### config.mk
export PLATFORM = sky130hd
export DESIGN_NAME = keypad_four_function_calculator
export DESIGN_NICKNAME = d
export VERILOG_FILES = /design/src/rtl/core/kfc_pkg.sv /design/src/rtl/core/kfc_front.sv /design/src/rtl/core/kfc_queue.sv /design/src/rtl/core/kfc_back.sv /design/src/rtl/core/keypad_four_function_calculator.sv
export VERILOG_INCLUDE_DIRS = /design/src /design/src/rtl/core
export SDC_FILE = /design/constraint.sdc
export NUM_CORES = 1
export LEC_CHECK = 0
export BUFFER_PORTS_ARGS = -buffer_cell sky130_fd_sc_hd__buf_4
export CAP_MARGIN = 20
export CORE_ASPECT_RATIO = 0.9
export CORE_UTILIZATION = 24
export CTS_CLUSTER_DIAMETER = 30
export DETAILED_ROUTE_END_ITERATION = 16
export PLACE_DENSITY_LB_ADDON = 0.3
export SLEW_MARGIN = 40
export SYNTH_ARGS = -nofsm -noshare
export SYNTH_HDL_FRONTEND = slang
export SYNTH_SLANG_ARGS = --single-unit
### constraint.sdc
create_clock -name clk -period 12.4 [get_ports clk]
set_input_delay 1.24 -clock clk [delete_from_list [all_inputs] [get_ports clk]]
set_output_delay 1.24 -clock clk [all_outputs]
set_load 0.01 [all_outputs]
### src/rtl/core/keypad_four_function_calculator_assert.svh
// ----------------------------------------------------------------------------
// Keypad calculator assertion macros
// Shared concurrent assertion forms, empty when SYNTH is defined.
// ----------------------------------------------------------------------------
`ifndef KEYPAD_FOUR_FUNCTION_CALCULATOR_ASSERT_SVH
`define KEYPAD_FOUR_FUNCTION_CALCULATOR_ASSERT_SVH
`ifndef SYNTH
// Same-cycle implication, disabled during reset.
`define KFC_ASSERT_IMP(label, clk, rst_n, ante, cons, msg) \
    label: assert property (@(posedge clk) disable iff (!rst_n) (ante) |-> (cons)) \
        else $error(msg);
// Next-cycle implication, disabled during reset.
`define KFC_ASSERT_NXT(label, clk, rst_n, ante, cons, msg) \
    label: assert property (@(posedge clk) disable iff (!rst_n) (ante) |=> (cons)) \
        else $error(msg);
`else
`define KFC_ASSERT_IMP(label, clk, rst_n, ante, cons, msg)
`define KFC_ASSERT_NXT(label, clk, rst_n, ante, cons, msg)
`endif
`endif

### src/rtl/core/kfc_pkg.sv
// ----------------------------------------------------------------------------
// Keypad calculator package
// Widths, key and event codes, the scan table and shared helper functions.
// ----------------------------------------------------------------------------
package kfc_pkg;

    // Number of decimal digits an operand may hold (1 to 8).
    localparam int OPERAND_DIGITS = 8;

    localparam int SCAN_W    = 8;
    localparam int KEY_W     = 5;
    localparam int DIGIT_W   = 4;
    localparam int OPERAND_W = 27;
    localparam int APPEND_W  = OPERAND_W + 4;
    localparam int SCALED_W  = 34;
    localparam int VALUE_W   = 61;
    localparam int CNT_W     = 6;
    localparam int MUL_STEPS = OPERAND_W;
    localparam int DIV_STEPS = SCALED_W;

    // Request queue between the front and back parts.
    localparam int QDEPTH = 2;
    localparam int QPTR_W = $clog2(QDEPTH);
    localparam int QCNT_W = $clog2(QDEPTH + 1);

    typedef logic [SCAN_W-1:0]    scan_t;
    typedef logic [KEY_W-1:0]     key_code_t;
    typedef logic [OPERAND_W-1:0] operand_t;

    // Key codes with a meaning of their own.
    localparam key_code_t KEY_DIGIT_MAX = 5'd9;
    localparam key_code_t KEY_DIV       = 5'd10;
    localparam key_code_t KEY_EQUALS    = 5'd14;
    localparam key_code_t KEY_CLEAR     = 5'd15;
    localparam key_code_t KEY_NONE      = 5'd16;

    // Scan byte for each key code, in key order.
    localparam scan_t KEY_SCAN_TABLE [16] = '{
        8'd235, 8'd215, 8'd219, 8'd221, 8'd183, 8'd187, 8'd189, 8'd119,
        8'd123, 8'd125, 8'd126, 8'd190, 8'd222, 8'd238, 8'd237, 8'd231
    };

    typedef enum logic [2:0] {
        EV_DIGIT   = 3'd0,
        EV_OPER    = 3'd1,
        EV_RESULT  = 3'd2,
        EV_DIV_ERR = 3'd3,
        EV_CLEAR   = 3'd4
    } ev_t;

    typedef enum logic [2:0] {
        OP_DIV  = 3'd0,
        OP_MUL  = 3'd1,
        OP_SUB  = 3'd2,
        OP_ADD  = 3'd3,
        OP_NONE = 3'd4
    } op_t;

    typedef enum logic [1:0] {
        ST_IDLE = 2'd0,
        ST_MUL  = 2'd1,
        ST_DIV  = 2'd2,
        ST_DONE = 2'd3
    } state_t;

    // One decoded key request moving toward the back part.
    typedef struct packed {
        logic      valid;
        key_code_t code;
    } key_req_t;

    // Largest operand value: OPERAND_DIGITS nines.
    function automatic operand_t calc_operand_limit();
        logic [OPERAND_W:0] lim;
        lim = (OPERAND_W + 1)'(1);
        for (int i = 0; i < OPERAND_DIGITS; i++)
        begin
            lim = (OPERAND_W + 1)'(lim * (OPERAND_W + 1)'(10));
        end
        return OPERAND_W'(lim - (OPERAND_W + 1)'(1));
    endfunction

    localparam operand_t OPERAND_LIMIT = calc_operand_limit();

    // Scan byte to key code; bytes outside the table give KEY_NONE.
    function automatic key_code_t decode_scan(input scan_t scan);
        key_code_t code;
        code = KEY_NONE;
        for (int i = 15; i >= 0; i--)
        begin
            if (KEY_SCAN_TABLE[i] == scan)
            begin
                code = KEY_W'(i);
            end
        end
        return code;
    endfunction

    // Shift a decimal digit into an operand, saturating at all nines.
    function automatic operand_t append_digit(input operand_t v, input logic [DIGIT_W-1:0] d);
        logic [APPEND_W-1:0] n;
        n = (APPEND_W'(v) << 3) + (APPEND_W'(v) << 1) + APPEND_W'(d);
        return (n > APPEND_W'(OPERAND_LIMIT)) ? OPERAND_LIMIT : OPERAND_W'(n);
    endfunction

endpackage

### src/rtl/core/kfc_front.sv
// ----------------------------------------------------------------------------
// Keypad calculator front part
// Accepts scan bytes, decodes them to key codes and pushes them to the queue.
// ----------------------------------------------------------------------------
module kfc_front (
    input  logic             clk,
    input  logic             rst_n,
    input  logic             in_valid,
    output logic             in_stall,
    input  kfc_pkg::scan_t   scan_code,
    input  logic             q_full,
    output kfc_pkg::key_req_t push_req
);
    import kfc_pkg::*;

    logic      key_valid_reg;
    logic      key_valid_next;
    key_code_t key_code_reg;
    key_code_t key_code_next;
    logic      accept;
    logic      push;

    // The decoded key waits here until the queue has room.
    assign in_stall = key_valid_reg && q_full;
    assign accept   = in_valid && !in_stall;
    assign push     = key_valid_reg && !q_full;

    assign push_req.valid = push;
    assign push_req.code  = key_code_reg;

    // A new scan replaces the held key as it leaves, or fills an empty slot.
    always_comb
    begin
        key_valid_next = key_valid_reg;
        key_code_next  = key_code_reg;
        if (accept)
        begin
            key_valid_next = 1'b1;
            key_code_next  = decode_scan(scan_code);
        end
        else if (push)
        begin
            key_valid_next = 1'b0;
        end
    end

    always_ff @(posedge clk or negedge rst_n)
    begin
        if (!rst_n)
        begin
            key_valid_reg <= 1'b0;
        end
        else
        begin
            key_valid_reg <= key_valid_next;
        end
    end

    always_ff @(posedge clk)
    begin
        key_code_reg <= key_code_next;
    end

endmodule

### src/rtl/core/kfc_queue.sv
// ----------------------------------------------------------------------------
// Keypad calculator key queue
// Short flip-flop queue that decouples the front part from the back part.
// ----------------------------------------------------------------------------
`include "keypad_four_function_calculator_assert.svh"

module kfc_queue (
    input  logic              clk,
    input  logic              rst_n,
    input  kfc_pkg::key_req_t push_req,
    output logic              full,
    output kfc_pkg::key_req_t pop_req,
    input  logic              pop
);
    import kfc_pkg::*;

    key_code_t          entry_reg [QDEPTH];
    logic [QPTR_W-1:0]  wr_ptr_reg;
    logic [QPTR_W-1:0]  wr_ptr_next;
    logic [QPTR_W-1:0]  rd_ptr_reg;
    logic [QPTR_W-1:0]  rd_ptr_next;
    logic [QCNT_W-1:0]  count_reg;
    logic [QCNT_W-1:0]  count_next;

    assign full          = (count_reg == QCNT_W'(QDEPTH));
    assign pop_req.valid = (count_reg != '0);
    assign pop_req.code  = entry_reg[rd_ptr_reg];

    // Pointer and fill count update.
    always_comb
    begin
        wr_ptr_next = wr_ptr_reg;
        rd_ptr_next = rd_ptr_reg;
        count_next  = count_reg;
        if (push_req.valid)
        begin
            wr_ptr_next = (wr_ptr_reg == QPTR_W'(QDEPTH - 1)) ? '0 : wr_ptr_reg + 1'b1;
        end
        if (pop)
        begin
            rd_ptr_next = (rd_ptr_reg == QPTR_W'(QDEPTH - 1)) ? '0 : rd_ptr_reg + 1'b1;
        end
        if (push_req.valid && !pop)
        begin
            count_next = count_reg + 1'b1;
        end
        else if (pop && !push_req.valid)
        begin
            count_next = count_reg - 1'b1;
        end
    end

    always_ff @(posedge clk or negedge rst_n)
    begin
        if (!rst_n)
        begin
            wr_ptr_reg <= '0;
            rd_ptr_reg <= '0;
            count_reg  <= '0;
        end
        else
        begin
            wr_ptr_reg <= wr_ptr_next;
            rd_ptr_reg <= rd_ptr_next;
            count_reg  <= count_next;
        end
    end

    // Entry storage.
    always_ff @(posedge clk)
    begin
        if (push_req.valid)
        begin
            entry_reg[wr_ptr_reg] <= push_req.code;
        end
    end

    `KFC_ASSERT_IMP(a_q_count_bound, clk, rst_n, 1'b1, count_reg <= QCNT_W'(QDEPTH), "queue count overflow")
    `KFC_ASSERT_IMP(a_q_no_push_full, clk, rst_n, push_req.valid, !full, "push into full queue")
    `KFC_ASSERT_IMP(a_q_no_pop_empty, clk, rst_n, pop, count_reg != '0, "pop from empty queue")

endmodule

### src/rtl/core/kfc_back.sv
// ----------------------------------------------------------------------------
// Keypad calculator back part
// Runs the two-phase calculator on queued keys with an iterative multiplier
// and divider, and holds each result in the output register.
// ----------------------------------------------------------------------------
`include "keypad_four_function_calculator_assert.svh"

module kfc_back (
    input  logic                         clk,
    input  logic                         rst_n,
    input  kfc_pkg::key_req_t            pop_req,
    output logic                         pop,
    output logic                         out_valid,
    input  logic                         out_stall,
    output logic [2:0]                   event_res,
    output logic [kfc_pkg::DIGIT_W-1:0]  digit,
    output logic [2:0]                   operator,
    output logic signed [kfc_pkg::VALUE_W-1:0] value
);
    import kfc_pkg::*;

    // Calculator state.
    state_t               state_reg;
    state_t               state_next;
    logic                 phase_reg;
    logic                 phase_next;
    operand_t             a_reg;
    operand_t             a_next;
    operand_t             b_reg;
    operand_t             b_next;
    op_t                  op_reg;
    op_t                  op_next;
    key_code_t            last_key_reg;
    key_code_t            last_key_next;
    logic [VALUE_W-1:0]   last_result_reg;
    logic [VALUE_W-1:0]   last_result_next;

    // Iteration registers.
    logic [CNT_W-1:0]     cnt_reg;
    logic [CNT_W-1:0]     cnt_next;
    logic [VALUE_W-1:0]   acc_reg;
    logic [VALUE_W-1:0]   acc_next;
    logic [VALUE_W-1:0]   mcand_reg;
    logic [VALUE_W-1:0]   mcand_next;
    operand_t             mplier_reg;
    operand_t             mplier_next;
    logic [OPERAND_W:0]   rem_reg;
    logic [OPERAND_W:0]   rem_next;
    logic [SCALED_W-1:0]  quo_reg;
    logic [SCALED_W-1:0]  quo_next;

    // Output register.
    logic                 out_valid_reg;
    logic                 out_valid_next;
    ev_t                  out_event_reg;
    ev_t                  out_event_next;
    logic [DIGIT_W-1:0]   out_digit_reg;
    logic [DIGIT_W-1:0]   out_digit_next;
    op_t                  out_op_reg;
    op_t                  out_op_next;
    logic [VALUE_W-1:0]   out_value_reg;
    logic [VALUE_W-1:0]   out_value_next;

    // Decode and datapath signals.
    key_code_t            code;
    logic                 out_free;
    logic                 take;
    logic                 is_digit;
    logic                 is_clear;
    logic                 is_opkey;
    logic                 is_equals;
    logic                 start_mul;
    logic                 start_div;
    logic [SCALED_W-1:0]  a_scaled;
    logic [VALUE_W-1:0]   lin_operand;
    logic [VALUE_W-1:0]   lin_result;
    logic [OPERAND_W:0]   div_trial;
    logic                 div_fits;
    logic [VALUE_W-1:0]   done_result;

    function automatic logic [VALUE_W-1:0] times_hundred(input logic [VALUE_W-1:0] x);
        return (x << 6) + (x << 5) + (x << 2);
    endfunction

    assign code      = pop_req.code;
    assign out_free  = !out_valid_reg || !out_stall;
    assign take      = (state_reg == ST_IDLE) && pop_req.valid && out_free;
    assign pop       = take;
    assign is_digit  = (code <= KEY_DIGIT_MAX);
    assign is_clear  = (code == KEY_CLEAR);
    assign is_opkey  = (code >= KEY_DIV) && (code <= KEY_EQUALS);
    assign is_equals = (code == KEY_EQUALS);
    assign start_mul = take && phase_reg && is_equals && (op_reg == OP_MUL);
    assign start_div = take && phase_reg && is_equals && (op_reg == OP_DIV) && (b_reg != '0);

    // First operand times one hundred, the multiplicand and the dividend.
    assign a_scaled = (SCALED_W'(a_reg) << 6) + (SCALED_W'(a_reg) << 5)
                    + (SCALED_W'(a_reg) << 2);

    // Subtract and add are computed combinationally.
    assign lin_operand = (op_reg == OP_SUB) ? (VALUE_W'(a_reg) - VALUE_W'(b_reg))
                                            : (VALUE_W'(a_reg) + VALUE_W'(b_reg));
    assign lin_result  = times_hundred(lin_operand);

    // One restoring division step.
    assign div_trial = {rem_reg[OPERAND_W-1:0], quo_reg[SCALED_W-1]};
    assign div_fits  = (div_trial >= {1'b0, b_reg});

    assign done_result = (op_reg == OP_MUL) ? acc_reg : VALUE_W'(quo_reg);

    // Next state.
    always_comb
    begin
        state_next = state_reg;
        case (state_reg)
            ST_IDLE:
            begin
                if (start_mul)
                begin
                    state_next = ST_MUL;
                end
                else if (start_div)
                begin
                    state_next = ST_DIV;
                end
            end
            ST_MUL, ST_DIV:
            begin
                if (cnt_reg == CNT_W'(1))
                begin
                    state_next = ST_DONE;
                end
            end
            ST_DONE:
            begin
                if (out_free)
                begin
                    state_next = ST_IDLE;
                end
            end
            default:
            begin
                state_next = ST_IDLE;
            end
        endcase
    end

    // Calculator updates and result requests.
    always_comb
    begin
        phase_next       = phase_reg;
        a_next           = a_reg;
        b_next           = b_reg;
        op_next          = op_reg;
        last_key_next    = last_key_reg;
        last_result_next = last_result_reg;
        cnt_next         = cnt_reg;
        acc_next         = acc_reg;
        mcand_next       = mcand_reg;
        mplier_next      = mplier_reg;
        rem_next         = rem_reg;
        quo_next         = quo_reg;
        out_valid_next   = out_valid_reg && out_stall;
        out_event_next   = out_event_reg;
        out_digit_next   = out_digit_reg;
        out_op_next      = out_op_reg;
        out_value_next   = out_value_reg;

        case (state_reg)
            ST_IDLE:
            begin
                if (take)
                begin
                    if (!phase_reg)
                    begin
                        // First operand entry: only a change of key counts.
                        if (code != last_key_reg)
                        begin
                            last_key_next = code;
                            if (is_clear)
                            begin
                                a_next           = '0;
                                b_next           = '0;
                                last_result_next = '0;
                                out_valid_next   = 1'b1;
                                out_event_next   = EV_CLEAR;
                                out_digit_next   = '0;
                                out_op_next      = OP_NONE;
                                out_value_next   = '0;
                            end
                            else if (is_digit)
                            begin
                                a_next         = append_digit(a_reg, code[DIGIT_W-1:0]);
                                out_valid_next = 1'b1;
                                out_event_next = EV_DIGIT;
                                out_digit_next = code[DIGIT_W-1:0];
                                out_op_next    = OP_NONE;
                                out_value_next = '0;
                            end
                            else if (is_opkey)
                            begin
                                op_next        = op_t'(3'(code - KEY_DIV));
                                phase_next     = 1'b1;
                                out_valid_next = 1'b1;
                                out_event_next = EV_OPER;
                                out_digit_next = '0;
                                out_op_next    = op_t'(3'(code - KEY_DIV));
                                out_value_next = '0;
                            end
                        end
                    end
                    else
                    begin
                        // Second operand entry: every digit sample counts.
                        if (is_clear)
                        begin
                            a_next           = '0;
                            b_next           = '0;
                            last_result_next = '0;
                            phase_next       = 1'b0;
                            out_valid_next   = 1'b1;
                            out_event_next   = EV_CLEAR;
                            out_digit_next   = '0;
                            out_op_next      = OP_NONE;
                            out_value_next   = '0;
                        end
                        else if (is_digit)
                        begin
                            b_next         = append_digit(b_reg, code[DIGIT_W-1:0]);
                            out_valid_next = 1'b1;
                            out_event_next = EV_DIGIT;
                            out_digit_next = code[DIGIT_W-1:0];
                            out_op_next    = OP_NONE;
                            out_value_next = '0;
                        end
                        else if (is_equals)
                        begin
                            phase_next = 1'b0;
                            case (op_reg)
                                OP_DIV:
                                begin
                                    if (b_reg == '0)
                                    begin
                                        out_valid_next = 1'b1;
                                        out_event_next = EV_DIV_ERR;
                                        out_digit_next = '0;
                                        out_op_next    = OP_DIV;
                                        out_value_next = '0;
                                    end
                                    else
                                    begin
                                        rem_next = '0;
                                        quo_next = a_scaled;
                                        cnt_next = CNT_W'(DIV_STEPS);
                                    end
                                end
                                OP_MUL:
                                begin
                                    acc_next    = '0;
                                    mcand_next  = VALUE_W'(a_scaled);
                                    mplier_next = b_reg;
                                    cnt_next    = CNT_W'(MUL_STEPS);
                                end
                                OP_SUB, OP_ADD:
                                begin
                                    last_result_next = lin_result;
                                    out_valid_next   = 1'b1;
                                    out_event_next   = EV_RESULT;
                                    out_digit_next   = '0;
                                    out_op_next      = op_reg;
                                    out_value_next   = lin_result;
                                end
                                default:
                                begin
                                    // No operator: repeat the last result.
                                    out_valid_next = 1'b1;
                                    out_event_next = EV_RESULT;
                                    out_digit_next = '0;
                                    out_op_next    = op_reg;
                                    out_value_next = last_result_reg;
                                end
                            endcase
                        end
                    end
                end
            end
            ST_MUL:
            begin
                // One multiplier bit per cycle, least significant first.
                acc_next    = acc_reg + (mplier_reg[0] ? mcand_reg : '0);
                mcand_next  = mcand_reg << 1;
                mplier_next = mplier_reg >> 1;
                cnt_next    = cnt_reg - 1'b1;
            end
            ST_DIV:
            begin
                // One quotient bit per cycle, most significant first.
                rem_next = div_fits ? (div_trial - {1'b0, b_reg}) : div_trial;
                quo_next = {quo_reg[SCALED_W-2:0], div_fits};
                cnt_next = cnt_reg - 1'b1;
            end
            ST_DONE:
            begin
                if (out_free)
                begin
                    last_result_next = done_result;
                    out_valid_next   = 1'b1;
                    out_event_next   = EV_RESULT;
                    out_digit_next   = '0;
                    out_op_next      = op_reg;
                    out_value_next   = done_result;
                end
            end
            default:
            begin
                out_valid_next = out_valid_reg && out_stall;
            end
        endcase
    end

    always_ff @(posedge clk or negedge rst_n)
    begin
        if (!rst_n)
        begin
            state_reg       <= ST_IDLE;
            phase_reg       <= 1'b0;
            a_reg           <= '0;
            b_reg           <= '0;
            op_reg          <= OP_DIV;
            last_key_reg    <= '0;
            last_result_reg <= '0;
            out_valid_reg   <= 1'b0;
        end
        else
        begin
            state_reg       <= state_next;
            phase_reg       <= phase_next;
            a_reg           <= a_next;
            b_reg           <= b_next;
            op_reg          <= op_next;
            last_key_reg    <= last_key_next;
            last_result_reg <= last_result_next;
            out_valid_reg   <= out_valid_next;
        end
    end

    // Iteration and output payload registers.
    always_ff @(posedge clk)
    begin
        cnt_reg       <= cnt_next;
        acc_reg       <= acc_next;
        mcand_reg     <= mcand_next;
        mplier_reg    <= mplier_next;
        rem_reg       <= rem_next;
        quo_reg       <= quo_next;
        out_event_reg <= out_event_next;
        out_digit_reg <= out_digit_next;
        out_op_reg    <= out_op_next;
        out_value_reg <= out_value_next;
    end

    assign out_valid = out_valid_reg;
    assign event_res = out_event_reg;
    assign digit     = out_digit_reg;
    assign operator  = out_op_reg;
    assign value     = out_value_reg;

    `KFC_ASSERT_IMP(a_div_nonzero, clk, rst_n, state_reg == ST_DIV, b_reg != '0, "divide by zero started")
    `KFC_ASSERT_IMP(a_mul_op, clk, rst_n, state_reg == ST_MUL, op_reg == OP_MUL, "multiply without multiply operator")
    `KFC_ASSERT_NXT(a_loop_end, clk, rst_n, (state_reg == ST_MUL || state_reg == ST_DIV) && cnt_reg == CNT_W'(1), state_reg == ST_DONE, "iteration did not finish")
    `KFC_ASSERT_IMP(a_value_zero, clk, rst_n, out_valid_reg && out_event_reg != EV_RESULT, out_value_reg == '0, "value set on non-result event")

endmodule

### src/rtl/core/keypad_four_function_calculator.sv
// ----------------------------------------------------------------------------
// Four-function keypad calculator
// Turns raw keypad scan bytes into digit, operator, result and clear events.
// ----------------------------------------------------------------------------
// Usage:
//   Input channel (in_valid, in_stall, scan_code) carries one raw 4x4 keypad
//   scan byte per request. The byte is decoded in the front stage and held in
//   a two-entry key queue until the calculator back end takes it.
//   Output channel (out_valid, out_stall, event_res, digit, operator, value)
//   carries zero or one event per scan; repeated keys in first operand entry,
//   operator keys during second operand entry and unknown bytes give none.
//   Digit, operator, clear, add and subtract events pass through the front
//   stage register, the key queue and the output register. Equals with
//   multiply also runs the bit-serial multiplier, and equals with divide the
//   restoring divider, one quotient bit per cycle.
//   Throughput is one scan per cycle except while a multiply or divide runs or out_stall holds the output.
//   Reset clears both operands, the phase, the pending operator, the last key
//   and the last result, and empties the queue and the output register.
//   While out_stall is high the output request holds, the queue fills and
//   in_stall rises once the front stage holds a key it cannot pass on.
// ----------------------------------------------------------------------------
module keypad_four_function_calculator (
    input  logic                               clk,
    input  logic                               rst_n,
    input  logic                               in_valid,
    output logic                               in_stall,
    input  logic [kfc_pkg::SCAN_W-1:0]         scan_code,
    output logic                               out_valid,
    input  logic                               out_stall,
    output logic [2:0]                         event_res,
    output logic [kfc_pkg::DIGIT_W-1:0]        digit,
    output logic [2:0]                         operator,
    output logic signed [kfc_pkg::VALUE_W-1:0] value
);
    import kfc_pkg::*;

    key_req_t push_req;
    key_req_t pop_req;
    logic     q_full;
    logic     pop;

    // Scan decode stage.
    kfc_front u_front (
        .clk       (clk),
        .rst_n     (rst_n),
        .in_valid  (in_valid),
        .in_stall  (in_stall),
        .scan_code (scan_code),
        .q_full    (q_full),
        .push_req  (push_req)
    );

    // Key queue.
    kfc_queue u_queue (
        .clk      (clk),
        .rst_n    (rst_n),
        .push_req (push_req),
        .full     (q_full),
        .pop_req  (pop_req),
        .pop      (pop)
    );

    // Calculator back end.
    kfc_back u_back (
        .clk       (clk),
        .rst_n     (rst_n),
        .pop_req   (pop_req),
        .pop       (pop),
        .out_valid (out_valid),
        .out_stall (out_stall),
        .event_res (event_res),
        .digit     (digit),
        .operator  (operator),
        .value     (value)
    );

endmodule

==> flow_metrics.env <==
export IMPL_endpoint="u_back.value[34]"
export IMPL_yosys_area_top_type="edfxtp_1"
export IMPL_regToRegEndpoint="u_back.value[34]"
export IMPL_netlist_top_cells_count="nand2_1 (420), ha_1 (320), a21oi_1 (315), edfxtp_1 (298), o21ai_0 (289)"
export IMPL_setup_viol=0
export IMPL_max_cap_violations=0
export IMPL_synth_top_area_share_pct=26.6
export IMPL_drtAntennaViolNets=0
export IMPL_first_iter_violations=1735
export IMPL_yosys_area_share_simple_pct=16.2
export IMPL_fin_crit_ns=7.16
export IMPL_numCtsBuffers=99
export IMPL_crit_path_max_fanout=7
export IMPL_rows=130
export IMPL_ios=85
export IMPL_grt_pass1_vias=27232
export IMPL_max_freq_mhz=140
export IMPL_dpl_hpwl_um=74500
export IMPL_crit_start="u_back.a_reg[0]"
export IMPL_cts_path_max_buffers=3
export IMPL_required_ns=12.81
export IMPL_area_growth_pct=18.1
export IMPL_track_usage_pct=14.1
export IMPL_synth_most_common_cell="nand2_1"
export IMPL_rsz0062_at_grt="false"
export IMPL_hold_violations=0
export IMPL_core_area_um2=139000
export IMPL_cts_clk_slew_worst_paths_ns=0.06
export IMPL_wirelength_um=100000
export IMPL_cts_tree="yes"
export IMPL_synth_cell_area_um2=33700
export IMPL_finalSetupTns_ns=0
export IMPL_synth_mux_area_share_pct=1.27
export IMPL_antenna_found_initial=1
export IMPL_m1WireLength_um=51400
export IMPL_reg2reg_depth=24
export IMPL_cp_data_arrival_time_ns=7.57
export IMPL_cts_htree_levels=3
export IMPL_synth_fp_nets=4080
export IMPL_synth_fa_ha_area_share_pct=15.2
export IMPL_num_antenna_cells=0
export IMPL_report_final_slew_viol_count=0
export IMPL_startpoint_type="register"
export IMPL_post_cts_setup_buffer_count=0
export IMPL_wl_met3_um=4900
export IMPL_initial_core_util_pct=24.2
export IMPL_routed_via_count=27691
export IMPL_io_buffers=84
export IMPL_yosys_warnings=0
export IMPL_drt_first_pass_iters=11
export IMPL_cts_hold_fix_buffers=0
export IMPL_layout_setup_ws_ns=5.24
export IMPL_fin_skew_ns=0.0383
export IMPL_route_detailed_drc=12
export IMPL_globalplace_congestion=0.886
export IMPL_status="finished, violations left"
export IMPL_ys_seq_elements=430
export IMPL_root_buffer="clkbuf_16"
export IMPL_synthFlopType="edfxtp_1"
export IMPL_worst_pin_slew_ns=0.901
export IMPL_yosys_area_share_xor_xnor_pct=5.09
export IMPL_worst_hold_slack_ns=0.444
export IMPL_r2r_start="u_back.a_reg[0]"
export IMPL_fp_dieArea_um2=142000
export IMPL_finalCritPeriodShare_pct=57.7
export IMPL_final_layout_size_suffix_gt1_share_pct=9.97
export IMPL_hp_class="reg2reg"
export IMPL_crit_path_end_kind="register"
export IMPL_path_class="reg2reg"
export IMPL_grt_start_max_net_pins=90
export IMPL_routedWlPerCell_um=17.7
export IMPL_met2WireLength_um=41700
export IMPL_yosysSeqAreaShare_pct=36.4
export IMPL_die_h_um=358
export IMPL_synth_edf_count=298
export IMPL_synth_compound_area_share_pct=21.8
export IMPL_relSlewSlack_pct=39.9
export IMPL_pre_cts_ws_ns=5.36
export IMPL_synth_cells=3692
export IMPL_syn_area_per_cell_um2=9.13
export IMPL_synth_cell_type_count=99
export IMPL_violations="DRC"
export IMPL_synth_top_family_by_area="compound AO/OA/AOI/OAI gates"
export IMPL_cts_resized=0
export IMPL_r2r_setup_slack_ns=5.24
export IMPL_route_detailed_vias_per_inst=4.88
export IMPL_nNetsFinal=4123
export IMPL_async_flop_share_pct=30.7
export IMPL_gr_total_overflow=0
export IMPL_clock_sinks=430
export IMPL_fp_dieW_um=397
export IMPL_clk_latency_ns=0.70
export IMPL_grt_pass1_wl_um=159000
export IMPL_yosys_top_cells_area="edfxtp_1 (27%), ha_1 (12%), dfrtp_1 (9.8%), a21oi_1 (4.7%), nand2_1 (4.7%)"
export IMPL_top_layer_used="met4"
## placed cells by master, fill, tap and decap left out, types with 14 or more instances in the layout
cell	synthesis	final
o211ai_1	47	47
a31oi_1	26	26
nor2b_1	33	33
nand2_1	420	419
a22oi_1	23	23
ha_1	320	318
clkinv_2	0	19
o22ai_1	20	20
a21oi_2	21	21
dfrtp_1	132	132
o21ai_0	289	285
fa_1	56	56
and3_1	21	20
a21boi_0	25	25
buf_4	6	106
nand4_1	33	33
o21ai_1	18	20
and2_1	100	99
inv_1	171	171
nand3_1	71	71
xnor2_1	110	110
mux2_2	15	15
a21oi_1	315	314
edfxtp_1	298	298
o31ai_1	14	14
a21o_1	91	90
o21bai_1	30	30
or3_1	22	22
o21a_1	32	32
nor2_1	282	278
nor3_1	65	63
mux2i_1	26	25
nand2b_1	41	41
clkbuf_16	0	99
a221o_1	39	39
bufinv_16	0	14
xor2_1	86	86
a211oi_1	42	42
## how the worst min path moves through the flow
stage	end	cells after the start	start	slack (ns)
after floorplan	u_queue.entry_reg[0][0]	0	u_front.key_code_reg[0]	0.42
after global placement	u_queue.entry_reg[0][2]	0	u_front.key_code_reg[2]	0.42
after detailed placement	u_queue.entry_reg[1][4]	0	u_front.key_code_reg[4]	0.43
after CTS	u_queue.entry_reg[1][4]	0	u_front.key_code_reg[4]	0.44
after global routing	u_queue.entry_reg[0][4]	0	u_front.key_code_reg[4]	0.45
final	u_queue.entry_reg[1][4]	0	u_front.key_code_reg[4]	0.44
## critical path, stage by stage, from the launching register on
cell and delay [ns]:
dfrtp_1 0.48, inv_1 0.14, ha_1 0.18, inv_1 0.06, fa_1 0.41, a211oi_1 0.34
o21ai_1 0.16, a31oi_1 0.31, o21ba_2 0.19, o31ai_1 0.10, a21o_1 0.20, a21oi_1 0.25
o21ai_0 0.14, xor2_1 0.50, fa_1 0.50, ha_1 0.38, inv_1 0.07, o21ai_0 0.09
a2111oi_0 0.43, o21ai_0 0.21, o41ai_1 0.66, o211ai_1 0.30, or4_1 0.45, a31oi_1 0.22
o21ai_0 0.09
## per-layer routing
layer / vias up / GRT usage [%]
met5: - / 0
met4: 0 / 3.85
met3: 126 / 2.54
met2: 594 / 20.9
met1: 13357 / 20.7
li1: 13614 / -
## stage by stage
step           area [um^2]  instances  utilization, %
2_1_floorplan        33700       3692               -
3_3_place_gp         36200       5481            26.0
3_5_place_dp         36300       5481            26.0
4_1_cts              39800       5668            28.5
5_1_grt              39800       5669            28.5
6_report             39800       5669            28.5
## area by class of cell
cell class | count | area, um^2
clock inverter | 72 | 911
sequential | 430 | 12300
clock buffer | 115 | 2590
fill | 14709 | 99600
tap | 1848 | 2310
inverter | 172 | 646
timing repair buffer | 114 | 895
multi-input combinational | 2918 | 20200
## kinds of logic after synthesis
family | count (synthesis)
AOI/OAI and AO/OA | 1143
adders and majority gates | 376
DFF | 430
xor gates and xnor gates | 196
muxes | 41
buffers and inverters | 344
and+or+nand+nor | 1162
Power is left out: the tool's default activity adds up to more than one toggle a clock period on the data nets, which glitch-free logic cannot reach.
